**config.mk**
```make
export PLATFORM = sky130hd
export DESIGN_NAME = windowed_charge_switch_with_display
export DESIGN_NICKNAME = d
export VERILOG_FILES = /design/src/rtl/wcsd_pkg.sv /design/src/rtl/wcsd_front.sv /design/src/rtl/wcsd_queue.sv /design/src/rtl/wcsd_back.sv /design/src/rtl/windowed_charge_switch_with_display.sv
export SDC_FILE = /design/constraint.sdc
export NUM_CORES = 1
export LEC_CHECK = 0
export ABC_AREA = 1
export BUFFER_PORTS_ARGS = -buffer_cell sky130_fd_sc_hd__buf_2
export CORE_UTILIZATION = 30
export DETAILED_ROUTE_END_ITERATION = 16
export GPL_TIMING_DRIVEN = 0
export PLACE_DENSITY = 0.48
export SETUP_SLACK_MARGIN = 0.1
export SYNTH_ARGS = -nofsm -noshare
export SYNTH_HDL_FRONTEND = slang
export SYNTH_SLANG_ARGS = --single-unit
```
**constraint.sdc**
```tcl
create_clock -name clock -period 6.1 [get_ports clock]
set_input_delay 0.915 -clock clock [delete_from_list [all_inputs] [get_ports clock]]
set_output_delay 0.915 -clock clock [all_outputs]
set_load 0.005 [all_outputs]
```
**src/rtl/wcsd_pkg.sv**
```systemverilog
// shared types, constants and the sample quantizer of the charge switch
package wcsd_pkg;

   // window geometry
   localparam int WINDOW_SAMPLES = 10;
   localparam int SLOT_W         = $clog2(WINDOW_SAMPLES);
   localparam logic [SLOT_W-1:0] LAST_SLOT = SLOT_W'(WINDOW_SAMPLES - 1);

   // field widths
   localparam int SAMPLE_W  = 10;
   localparam int DIGIT_W   = 3;
   localparam int COUNT_W   = 8;
   localparam int PATTERN_W = 9;

   // register file
   localparam int ADDR_W = 3;
   localparam int DATA_W = 32;
   localparam logic REG_ON_THRESHOLD = 1'b0;
   localparam logic REG_HOLD_OFF     = 1'b1;
   localparam logic [DIGIT_W-1:0] ON_THRESHOLD_RESET = 3'd4;
   localparam logic [COUNT_W-1:0] HOLD_OFF_RESET     = 8'd10;

   // classified sample handed from the front to the back
   typedef struct packed {
      logic [DIGIT_W-1:0] digit;
      logic               dot;
      logic               high;
   } item_type;

   // one result word
   typedef struct packed {
      logic                 write;
      logic                 mode;
      logic [DIGIT_W-1:0]   digit;
      logic                 dot;
      logic [PATTERN_W-1:0] pattern;
      logic                 charge;
      logic                 hold;
   } result_type;

   // half-volt quantizer: {digit, dot}
   function automatic logic [DIGIT_W:0] quantize(input logic [SAMPLE_W-1:0] s);
      logic [DIGIT_W:0] q;
      if (s >= 10'd1000)     q = {3'd5, 1'b0};
      else if (s >= 10'd921) q = {3'd4, 1'b1};
      else if (s >= 10'd820) q = {3'd4, 1'b0};
      else if (s >= 10'd716) q = {3'd3, 1'b1};
      else if (s >= 10'd615) q = {3'd3, 1'b0};
      else if (s >= 10'd512) q = {3'd2, 1'b1};
      else if (s >= 10'd410) q = {3'd2, 1'b0};
      else if (s >= 10'd307) q = {3'd1, 1'b1};
      else if (s >= 10'd205) q = {3'd1, 1'b0};
      else if (s >= 10'd102) q = {3'd0, 1'b1};
      else                   q = {3'd0, 1'b0};
      return q;
   endfunction

endpackage

```
**src/rtl/wcsd_front.sv**
```systemverilog
// front end: quantizes a sample and classifies it against the on threshold
module wcsd_front
   import wcsd_pkg::*;
(
   input  logic [SAMPLE_W-1:0] adc_sample,
   input  logic [DIGIT_W-1:0]  on_digit_threshold,
   output item_type            item
);

   logic [DIGIT_W:0] quant;

   // digit and dot, then the high flag
   always_comb begin
      quant      = quantize(adc_sample);
      item.digit = quant[DIGIT_W:1];
      item.dot   = quant[0];
      item.high  = (quant[DIGIT_W:1] >= on_digit_threshold);
   end

endmodule

```
**src/rtl/wcsd_queue.sv**
```systemverilog
// two-entry queue of classified samples between front and back
module wcsd_queue
   import wcsd_pkg::*;
(
   input  logic     clock,
   input  logic     reset,
   input  logic     push,
   input  item_type push_item,
   output logic     full,
   input  logic     pop,
   output item_type pop_item,
   output logic     empty
);

   item_type   mem_ff [2];
   logic [1:0] count_ff, count_in;
   logic       wr_ptr_ff, wr_ptr_in;
   logic       rd_ptr_ff, rd_ptr_in;
   logic       do_push, do_pop;

   assign full     = (count_ff == 2'd2);
   assign empty    = (count_ff == 2'd0);
   assign pop_item = mem_ff[rd_ptr_ff];
   assign do_push  = push && !full;
   assign do_pop   = pop && !empty;

   // pointer and fill count update
   always_comb begin
      wr_ptr_in = wr_ptr_ff ^ do_push;
      rd_ptr_in = rd_ptr_ff ^ do_pop;
      count_in  = count_ff + {1'b0, do_push} - {1'b0, do_pop};
   end

   always_ff @(posedge clock) begin
      if (reset) begin
         count_ff  <= 2'd0;
         wr_ptr_ff <= 1'b0;
         rd_ptr_ff <= 1'b0;
      end else begin
         count_ff  <= count_in;
         wr_ptr_ff <= wr_ptr_in;
         rd_ptr_ff <= rd_ptr_in;
      end
   end

   // storage
   always_ff @(posedge clock) begin
      if (do_push) begin
         mem_ff[wr_ptr_ff] <= push_item;
      end
   end

endmodule

```
**src/rtl/wcsd_back.sv**
```systemverilog
// back end: window history, charge switch, hold-off, display command and result queue
module wcsd_back
   import wcsd_pkg::*;
(
   input  logic               clock,
   input  logic               reset,
   input  item_type           in_item,
   input  logic               in_empty,
   output logic               in_pop,
   input  logic [COUNT_W-1:0] hold_off_windows,
   input  logic               rsp_pop,
   output logic               rsp_empty,
   output result_type         rsp_result
);

   localparam logic [WINDOW_SAMPLES-1:0] ALL_HIGH = '1;

   // processing state
   logic [WINDOW_SAMPLES-1:0] history_ff, history_in;
   logic [SLOT_W-1:0]         slot_ff, slot_in;
   logic [COUNT_W-1:0]        hold_count_ff, hold_count_in;
   logic                      hold_ff, hold_in;
   logic                      loader_ff, loader_in;
   logic                      charging_ff, charging_in;
   logic                      last_valid_ff, last_valid_in;
   logic [DIGIT_W-1:0]        last_digit_ff, last_digit_in;
   logic                      last_dot_ff, last_dot_in;

   // result queue
   result_type mem_ff [2];
   logic [1:0] count_ff, count_in;
   logic       wr_ptr_ff, rd_ptr_ff;
   logic       take, do_pop;
   result_type res;
   logic       all_high, all_low, can_start;

   assign take       = !in_empty && (count_ff != 2'd2);
   assign in_pop     = take;
   assign do_pop     = rsp_pop && (count_ff != 2'd0);
   assign rsp_empty  = (count_ff == 2'd0);
   assign rsp_result = mem_ff[rd_ptr_ff];

   // per-word state update and result
   always_comb begin
      history_in    = history_ff;
      slot_in       = slot_ff;
      hold_count_in = hold_count_ff;
      hold_in       = hold_ff;
      loader_in     = loader_ff;
      charging_in   = charging_ff;
      last_valid_in = last_valid_ff;
      last_digit_in = last_digit_ff;
      last_dot_in   = last_dot_ff;
      res           = '0;
      all_high      = 1'b0;
      all_low       = 1'b0;
      can_start     = 1'b0;

      if (take) begin
         history_in[slot_ff] = in_item.high;

         // display command
         if (loader_ff) begin
            res.write     = 1'b1;
            res.mode      = 1'b1;
            for (int i = 0; i < PATTERN_W; i++) begin
               res.pattern[i] = (int'(slot_ff) == i + 1);
            end
            last_valid_in = 1'b0;
            last_digit_in = '0;
            last_dot_in   = 1'b0;
         end else begin
            res.digit = in_item.digit;
            res.dot   = in_item.dot;
            if (!last_valid_ff || in_item.digit != last_digit_ff
                || in_item.dot != last_dot_ff) begin
               res.write     = 1'b1;
               last_valid_in = 1'b1;
               last_digit_in = in_item.digit;
               last_dot_in   = in_item.dot;
            end
         end

         // window end decision
         if (slot_ff >= LAST_SLOT) begin
            all_high  = (history_in == ALL_HIGH);
            all_low   = (history_in == '0);
            can_start = !charging_ff && all_high;
            if (!hold_ff && can_start) begin
               loader_in   = 1'b0;
               charging_in = 1'b1;
            end else if (hold_ff && can_start) begin
               loader_in = 1'b1;
            end else if (hold_ff) begin
               loader_in = 1'b0;
            end else if (charging_ff && all_low) begin
               charging_in   = 1'b0;
               hold_in       = 1'b1;
               hold_count_in = '0;
            end
            if (hold_in) begin
               if (hold_count_in == hold_off_windows) begin
                  hold_in   = 1'b0;
                  loader_in = 1'b0;
               end else begin
                  hold_count_in = hold_count_in + 1'b1;
               end
            end
            slot_in = '0;
         end else begin
            slot_in = slot_ff + 1'b1;
         end

         res.charge = charging_in;
         res.hold   = hold_in;
      end
   end

   // result queue fill count
   always_comb begin
      count_in = count_ff + {1'b0, take} - {1'b0, do_pop};
   end

   always_ff @(posedge clock) begin
      if (reset) begin
         history_ff    <= '0;
         slot_ff       <= '0;
         hold_count_ff <= '0;
         hold_ff       <= 1'b0;
         loader_ff     <= 1'b0;
         charging_ff   <= 1'b0;
         last_valid_ff <= 1'b0;
         last_digit_ff <= '0;
         last_dot_ff   <= 1'b0;
         count_ff      <= 2'd0;
         wr_ptr_ff     <= 1'b0;
         rd_ptr_ff     <= 1'b0;
      end else begin
         history_ff    <= history_in;
         slot_ff       <= slot_in;
         hold_count_ff <= hold_count_in;
         hold_ff       <= hold_in;
         loader_ff     <= loader_in;
         charging_ff   <= charging_in;
         last_valid_ff <= last_valid_in;
         last_digit_ff <= last_digit_in;
         last_dot_ff   <= last_dot_in;
         count_ff      <= count_in;
         wr_ptr_ff     <= wr_ptr_ff ^ take;
         rd_ptr_ff     <= rd_ptr_ff ^ do_pop;
      end
   end

   // result storage
   always_ff @(posedge clock) begin
      if (take) begin
         mem_ff[wr_ptr_ff] <= res;
      end
   end

`ifndef NO_ASSERTIONS
   // loader only runs inside a hold-off
   assert property (@(posedge clock) disable iff (reset) loader_ff |-> hold_ff)
      else $error("loader active outside hold-off");
   // hold-off only follows switching off
   assert property (@(posedge clock) disable iff (reset) hold_ff |-> !charging_ff)
      else $error("charging during hold-off");
   // a loader word always writes the display
   assert property (@(posedge clock) disable iff (reset) (take && res.mode) |-> res.write)
      else $error("loader word without display write");
   // a stored result is visible next cycle
   assert property (@(posedge clock) disable iff (reset) take |=> !rsp_empty)
      else $error("result lost after store");
`endif

endmodule

```
**src/rtl/windowed_charge_switch_with_display.sv**
```systemverilog
// top level: register file, front classifier, sample queue and back end
//
// Usage:
//   Samples enter as words on req_adc_sample, taken at a clock edge with push
//   high and full low. Every sample yields exactly one result word, shown on
//   the rsp_ ports while empty is low and taken at an edge with pop high.
//   A word accepted at an edge is classified and written into a two-entry
//   sample queue; the back end takes a queued sample whenever its two-entry
//   result queue has room and moves it there. One word per cycle is sustained
//   in both directions while the receiver does not stall.
//   When the receiver stalls, the result queue and then the sample queue fill
//   and full rises; nothing is dropped. The registers (on threshold at byte
//   address 0, hold-off windows at 4) are written over the APB port and
//   should be changed only while no word is in flight.
//   Synchronous reset empties both queues, clears the window history, the
//   charge switch, the hold-off and the stored display value, and loads the
//   register reset values (threshold 4, hold-off 10 windows).
module windowed_charge_switch_with_display
   import wcsd_pkg::*;
(
   input  logic                 clock,
   input  logic                 reset,
   // sample channel
   input  logic                 push,
   output logic                 full,
   input  logic [SAMPLE_W-1:0]  req_adc_sample,
   // result channel
   output logic                 empty,
   input  logic                 pop,
   output logic                 rsp_display_write,
   output logic                 rsp_display_mode,
   output logic [DIGIT_W-1:0]   rsp_shown_digit,
   output logic                 rsp_shown_dot,
   output logic [PATTERN_W-1:0] rsp_loader_pattern,
   output logic                 rsp_charge_enable,
   output logic                 rsp_in_hold_off,
   // register port
   input  logic                 psel,
   input  logic                 penable,
   input  logic                 pwrite,
   input  logic [ADDR_W-1:0]    paddr,
   input  logic [DATA_W-1:0]    pwdata,
   output logic [DATA_W-1:0]    prdata,
   output logic                 pready
);

   logic [DIGIT_W-1:0] on_threshold_ff;
   logic [COUNT_W-1:0] hold_off_ff;
   logic               reg_write;
   logic               reg_index;
   item_type           front_item;
   item_type           queue_item;
   logic               queue_empty;
   logic               queue_pop;
   result_type         result;

   // register access
   assign pready    = 1'b1;
   assign reg_write = psel && penable && pwrite && pready;
   assign reg_index = paddr[2];

   always_ff @(posedge clock) begin
      if (reset) begin
         on_threshold_ff <= ON_THRESHOLD_RESET;
         hold_off_ff     <= HOLD_OFF_RESET;
      end else if (reg_write) begin
         case (reg_index)
            REG_ON_THRESHOLD: on_threshold_ff <= pwdata[DIGIT_W-1:0];
            REG_HOLD_OFF:     hold_off_ff     <= pwdata[COUNT_W-1:0];
            default: ;
         endcase
      end
   end

   // register read back
   always_comb begin
      case (reg_index)
         REG_ON_THRESHOLD: prdata = {{(DATA_W-DIGIT_W){1'b0}}, on_threshold_ff};
         REG_HOLD_OFF:     prdata = {{(DATA_W-COUNT_W){1'b0}}, hold_off_ff};
         default:          prdata = '0;
      endcase
   end

   // classification
   wcsd_front u_front (
      .adc_sample         (req_adc_sample),
      .on_digit_threshold (on_threshold_ff),
      .item               (front_item)
   );

   // sample queue
   wcsd_queue u_queue (
      .clock     (clock),
      .reset     (reset),
      .push      (push),
      .push_item (front_item),
      .full      (full),
      .pop       (queue_pop),
      .pop_item  (queue_item),
      .empty     (queue_empty)
   );

   // state update and result queue
   wcsd_back u_back (
      .clock            (clock),
      .reset            (reset),
      .in_item          (queue_item),
      .in_empty         (queue_empty),
      .in_pop           (queue_pop),
      .hold_off_windows (hold_off_ff),
      .rsp_pop          (pop),
      .rsp_empty        (empty),
      .rsp_result       (result)
   );

   // result fields
   assign rsp_display_write  = result.write;
   assign rsp_display_mode   = result.mode;
   assign rsp_shown_digit    = result.digit;
   assign rsp_shown_dot      = result.dot;
   assign rsp_loader_pattern = result.pattern;
   assign rsp_charge_enable  = result.charge;
   assign rsp_in_hold_off    = result.hold;

endmodule
```
==> metrics, run 1 <==
status completed; Leak Pwr 2.89 nW; detailed placer's ending HPWL 8690 um; flop2flop setup slack 3.27 ns; largest net degree at the start of global routing 18; total congestion overflow 0; Ant. Diodes 0; slowest CP cell clkinv_1; critical path class reg2out; layout cells sized above 1 15.2%; setup bufs post-CTS 0; core area 16100 um2; Net Sw Frac 36.2%; maxcap violations 0; first-pass GRT wire length 19200 um; clock sink count 93; Initial Utilization 31.1%; Tightest Pin Transition 0.802 ns; pwr/cell area 379 nW/um2; Reg clk slew, reported paths 0.07 ns; DRC viols 0; type of origin of the critical path flip-flop; Max Clk Rate 340 MHz; CTS Buf Count 9; unrepaired setup endpoints after global routing no; post-synthesis sequential area ratio 46.0%; P&R area growth vs syn 18.0%; Mapped Avg Cell Area 7.67 um2; sequential power share 40.8%; fin area 5910 um2; CTS max path bufs 2; Hold Startpoint u_back.last_valid_ff$_SDFFE_PP0P_; Die Footprint 17200 um2; crit path max fanout 10; Final Critical Period 2.94 ns; GPL Wtd Cong 0.830; Total Routing Usage GR 13.9%; Post-Synthesis Cells 653; Critical Path RT 5.18 ns; Port Buf Inserts 50; Root Driver clkbuf_16; max_slew headroom 46.5%; Cell Chain, Critical Path clkbuf_1 -> clkinv_1 -> clkbuf_1 -> nand2_1 -> nand2_1 -> buf_2; DR pass1 iterations 4; PostCTS Resize Cnt 0; Routed Antenna Nets 0; final setup fails 0; initial antenna violation count 0; Crit path max-delay family buffers and inverters; wire length per cell 11.8 um; power share of the clock group 24.9%; Worst Path Buf+Inv 4; clk_skew 0.00617 ns; CTS H-Tree Depth 3; synth warn 0; CTS tree built; vias per cell 4.45; Int Pwr 1.43 mW; Final Cycle Share 48.2%; Worst Path Arrival 2.03 ns; Tot Pwr 2.24 mW; Core Rows 46; P_sw 810 uW; Final TNS setup 0 ns; synthesized flop and latch total 93; Die X 131 um; IO Pins 104; Mapped Area 5010 um2; Clock Latency Late Sink 0.35 ns; WHS 0.471 ns; initial DRC count 124; Die Span Y 131 um; min-delay worst type reg2reg; Placement Cell Area 5620 um2; Final nets 805; cts hold-fix bufs 0; CP startpoint u_back.rd_ptr_ff$_SDFF_PP0_; Slew Limit Fails 0; RR Startpoint u_back.slot_ff[0]$_SDFFE_PP0P_; critical path endpoint category output port; Max IR drop VDD 0.158 mV; DR vias 4260; Slowest Stage Delay on Critical Path 0.39 ns; Yosys cell types 39; Post-Route WL 11300 um; vias in the first global route 4022; Comb pwr share 34.3%; Hold Fails Final Rpt 0
[power by group through the flow]
stage | Sequential (mW) | Combinational [mW] | Clock, mW
3_5_place_dp | 0.926 | 0.777 | 0
4_1_cts | 0.914 | 0.781 | 0.577
6_report | 0.912 | 0.768 | 0.558
5_1_grt | 0.932 | 0.886 | 0.595
2_1_floorplan | 0.908 | 0.549 | 0
3_3_place_gp | 0.923 | 0.760 | 0
[worst paths after layout]
kind,depth (start not counted),to
max,6,rsp_shown_dot
min,2,u_back.last_valid_ff$_SDFFE_PP0P_
max reg2reg,19,u_back.mem_ff[1][0]$_DFFE_PP_
min reg2reg,2,u_back.last_valid_ff$_SDFFE_PP0P_
[kinds of logic after synthesis]
logic type / count (synthesis) / share of synthesized area [%]
buffers and inverters: 137 / 12.5
AND/OR/NAND/NOR: 308 / 26.2
XOR/XNOR: 4 / 0.699
flip-flops: 93 / 46.0
multiplexers: 2 / 0.400
other: 2 / 0.150
AO/OA/AOI/OAI: 91 / 10.1
adder cells (fa/ha/maj): 16 / 4.00
[through the flow]
stage                     util (%)  setup WS [ns]  std cells
after global placement        34.9           3.25        942
after floorplan                  -           3.59        676
after CTS                     36.7           3.12        958
after detailed placement      34.9           3.22        942
after global routing          36.7           2.93        958
final                         36.7           3.16        958
[cells in the mapped netlist]
master	count	area share (%)
nand4_4	1	0.42
buf_2	2	0.20
inv_2	3	0.22
a2111o_1	1	0.22
buf_6	2	0.45
nand3_1	34	3.4
buf_1	1	0.075
edfxtp_1	44	26
o31ai_1	3	0.45
o211ai_1	7	1.0
nor2_2	6	0.75
nor3_1	9	0.90
nand2_4	1	0.22
conb_1	2	0.15
xor2_1	4	0.70
nor4_1	2	0.25
buf_4	25	3.7
nand3b_1	4	0.60
a21oi_1	31	3.1
inv_1	88	6.6
nand2_2	3	0.37
mux2i_1	2	0.40
clkbuf_1	13	0.97
nand4_1	8	1.0
nor2_1	55	4.1
dfxtp_1	49	20
ha_1	16	4.0
a211oi_1	1	0.15
o21ai_2	2	0.35
a31oi_1	1	0.12
o21ai_0	36	3.6
o22ai_1	3	0.37
clkinv_1	3	0.22
nor3b_1	1	0.15
a2111oi_0	1	0.17
or2_2	4	0.50
a21o_1	1	0.15
o21ai_1	4	0.40
nand2_1	180	13
[cell type report]
cell class                 instances  area, um2
sequential                        93       2300
buffer                            43        273
multi-input combinational        446       2170
timing repair buffer              50        250
inverter                          94        353
tap                              216        270
clock inverter                     6       63.8
fill                            1713      10200
clock buffer                      10        229
[layer usage]
layer / share of wire, % / GRT usage, %
met2: 47 / 23.5
met3: 4.8 / 3.20
met5: 0 / 0
met4: 1.6 / 5.10
met1: 47 / 17.2
[sequential cells by signal, summed over array words and instances (netlist names), 3 cells and up]
name / count
u_back.mem_ff: 34
u_back.history_ff: 10
u_queue.mem_ff: 10
hold_off_ff: 8
u_back.hold_count_ff: 8
u_back.slot_ff: 4
on_threshold_ff: 3
u_back.last_digit_ff: 3
[layout by cell type, fill, tap and decap left out, drive strengths merged]
master    count
a211oi        1
o21ai        42
or2           4
a2111oi       1
bufinv        1
a21o          1
mux2i         2
o22ai         3
nor4          2
nand4         9
clkinvlp      2
nand3b        4
o211ai        7
a31oi         1
ha           16
conb         25
o31ai         3
edfxtp       44
xor2          4
a21oi        31
nand3        34
dfxtp        49
nor3          9
clkinv        5
nor2         61
clkbuf       23
inv          92
buf          80
nand2       184
a2111o        1
nor3b         1
[worst register-to-register path, stage by stage, from the launching register on]
cell,delay (ns)
dfxtp_1,0.42
inv_1,0.11
ha_1,0.24
nand3_1,0.15
inv_1,0.05
nand2_1,0.05
nand2_1,0.09
nor2_1,0.11
nand2_1,0.08
nor2_2,0.17
nand4_4,0.17
buf_6,0.19
nand2_2,0.06
nand2_1,0.05
nand2_1,0.05
nand2_1,0.06
nor2_2,0.09
nand2_2,0.13
nand3_1,0.15
o31ai_1,0.14
(Power assumes the default switching activity.)
==> run 2: changes to the inputs <==
Settings changed: PLACE_DENSITY 0.48 to 0.5.
Clock period 6.1 ns to 2.56 ns, I/O delays scaled along.
==> run 2 against run 1 <==
Against the previous run: global-route usage rose by 0.24 points; sequential cell count unchanged; worst setup slack worse by 3.1 ns; total power grew to 2.6 times the previous value; clock skew increased by 0.0035 ns; combinational power grew to 2.9 times the previous value; sequential power up 140%; design area grew 7.9%; sequential share of layout area is 2.7 points lower; highest routed layer unchanged; critical endpoint is now u_back.hold_count_ff[7]$_SDFFE_PP0P_; largest cell class is now multi-input gates; first-iteration DRC count is 81% higher; register-to-register slack got worse by 3.2 ns.
==> metrics, run 2 (synthesis results as in run 1) <==
final setup fails 0 (unchanged); Place WS -0.321 ns (-3.54 ns); biggest regs u_back.mem_ff: 34 flops, u_back.history_ff: 10 flops, u_queue.mem_ff: 10 flops; GPL Wtd Cong 0.817 (-1.5%); Ant. Diodes 0 (unchanged); Leak Pwr 3.02 nW (+4.5%); Die X 131 um (unchanged); Core Rows 46 (unchanged); Critical Path RT 2.76 ns (-2.42 ns); sequential power share 38.3% (-2.5 points); flop2flop setup slack 0.03 ns (-3.24 ns); Final nets 821 (+2.0%); Comb pwr share 39.3% (+5.0 points); grt peak-use layer met2; DR pass1 iterations 5 (+1); power share of the clock group 22.5% (-2.4 points); initial DRC count 224 (+81%); Post-Route WL 11800 um (+4.5%); P&R area growth vs syn 27.2%; largest net degree at the start of global routing 18 (unchanged); initial antenna violation count 0 (unchanged); most flop-heavy register u_back.mem_ff; Final TNS setup 0 ns (unchanged); wire length per cell 12.2 um (+2.8%); CTS tree built; Die Footprint 17200 um2 (unchanged); # placed instances 942 (unchanged); Final Critical Period 2.53 ns; Hold Fails Final Rpt 0 (unchanged); vias in the first global route 4180 (+3.9%); most frequent cells in the layout nand2_1, inv_1, buf_2; first-pass GRT wire length 19900 um (+4.0%); max_slew headroom 53.6% (+7.0 points); Initial Utilization 31.1% (unchanged); pwr/cell area 903 nW/um2 (+140%); maxcap violations 0 (unchanged); Die Span Y 131 um (unchanged); critical path endpoint category flip-flop; P_sw 2.13 mW (+160%); max reg flops 34 (unchanged); clock sink count 93 (unchanged); Port Buf Inserts 50 (unchanged); met1 Use GR 18.1% (+0.88 points); DRC viols 0 (unchanged); crit path max fanout 8 (-2); status completed; met2 Usage GRT 23.8% (+0.33 points); Clock Latency Late Sink 0.35 ns (about the same); vias per cell 4.40 (-1.1%); Root Driver clkbuf_16; layout cells sized above 1 25.1% (+9.8 points); clk_skew 0.00962 ns (+0.00346 ns); final worst slack 0.0264 ns (-3.13 ns); Placement Cell Area 5620 um2 (unchanged); Final Non-Filler Cells 974 (+1.7%); Reg clk slew, reported paths 0.07 ns (about the same); IO Pins 104 (unchanged); Filler cells 1686 (-1.6%); Worst Path Arrival 2.74 ns (+0.71 ns); critical path class reg2reg; Max Clk Rate 395 MHz; Int Pwr 3.62 mW (+150%); CTS Buf Count 9 (unchanged); Total Routing Usage GR 14.2% (+0.24 points); Tot Pwr 5.75 mW (+160%); commonest non-fill, non-tap cell in the layout nand2_1; Tightest Pin Transition 0.696 ns (-0.106 ns); min-delay worst type in2reg; Routed Antenna Nets 0 (unchanged); Net Sw Frac 37.1% (+0.89 points); unrepaired setup endpoints after global routing yes; core area 16100 um2 (unchanged); DR vias 4285 (+0.59%); Max IR drop VDD 0.402 mV (+150%); type of origin of the critical path flip-flop; fin area 6370 um2 (+7.9%); Final Cycle Share 99.0%; CTS max path bufs 2 (unchanged); CTS H-Tree Depth 3 (unchanged); grt met3 use 2.66% (-0.54 points); cts hold-fix bufs 0 (unchanged); Slew Limit Fails 0 (unchanged); Finished Core Util 39.5% (+2.9 points); total congestion overflow 0 (unchanged); detailed placer's ending HPWL 8470 um (-2.6%); WHS 0.259 ns (-0.213 ns)
## run 2: what timing repair did
item / CTS / global route
gates resized for setup: 64 / 35
setup buffers: 10 / 4
cloned: 2 / 0
pin swaps: 15 / 23
setup endpoints to repair: 60 / 25
## run 2: worst paths after layout
kind / cells past startpoint / end / from
max: 17 / u_back.hold_count_ff[7]$_SDFFE_PP0P_ / u_back.slot_ff[0]$_SDFFE_PP0P_
max reg2reg: 17 / u_back.hold_count_ff[7]$_SDFFE_PP0P_ / u_back.slot_ff[0]$_SDFFE_PP0P_
min: 3 / hold_off_ff[3]$_SDFFE_PP1P_ / pwdata[3]
min reg2reg: 2 / u_back.hold_count_ff[6]$_SDFFE_PP0P_ / u_back.hold_count_ff[6]$_SDFFE_PP0P_
## run 2: critical path, cell delays in order (launching register included)
cell     delay [ns]
dfxtp_4        0.40
buf_6          0.11
ha_4           0.18
nand3_4        0.12
o21ai_4        0.18
nand2_2        0.08
nor2_4         0.12
nand4_4        0.20
buf_2          0.22
nand3_1        0.07
nand2_1        0.06
nand2_1        0.10
nor2_4         0.06
nand2_4        0.11
buf_4          0.16
nand4_1        0.08
nand2_1        0.10
nor2_1         0.04
## run 2: metal layers
| metal | vias to the layer above | share of wire, % |
|---|---|---|
| met2 | 108 | 47 |
| met3 | 16 | 4.6 |
| met1 | 1906 | 47 |
| met4 | 0 | 1.7 |
| li1 | 2255 | - |
| met5 | - | 0 |
## run 2: power groups by stage
| stage | logic (mW) | registers [mW] | clock network (mW) |
|---|---|---|---|
| floorplan | 1.31 | 2.16 | 0 |
| global placement | 1.81 | 2.20 | 0 |
| detailed placement | 1.84 | 2.20 | 0 |
| CTS | 2.14 | 2.20 | 1.33 |
| global route | 2.56 | 2.25 | 1.38 |
| finish | 2.26 | 2.20 | 1.29 |
## run 2: cell type report
cell class / instances / area, um2 / share of cell area, %
buffer: 43 / 290 / 4.55
clock buffer: 10 / 239 / 3.75
clock inverter: 6 / 53.8 / 0.844
inverter: 94 / 373 / 5.85
multi-input combinational: 446 / 2450 / 38.5
sequential: 93 / 2310 / 36.3
tap: 216 / 270 / 4.24
timing repair buffer: 66 / 383 / 6.01
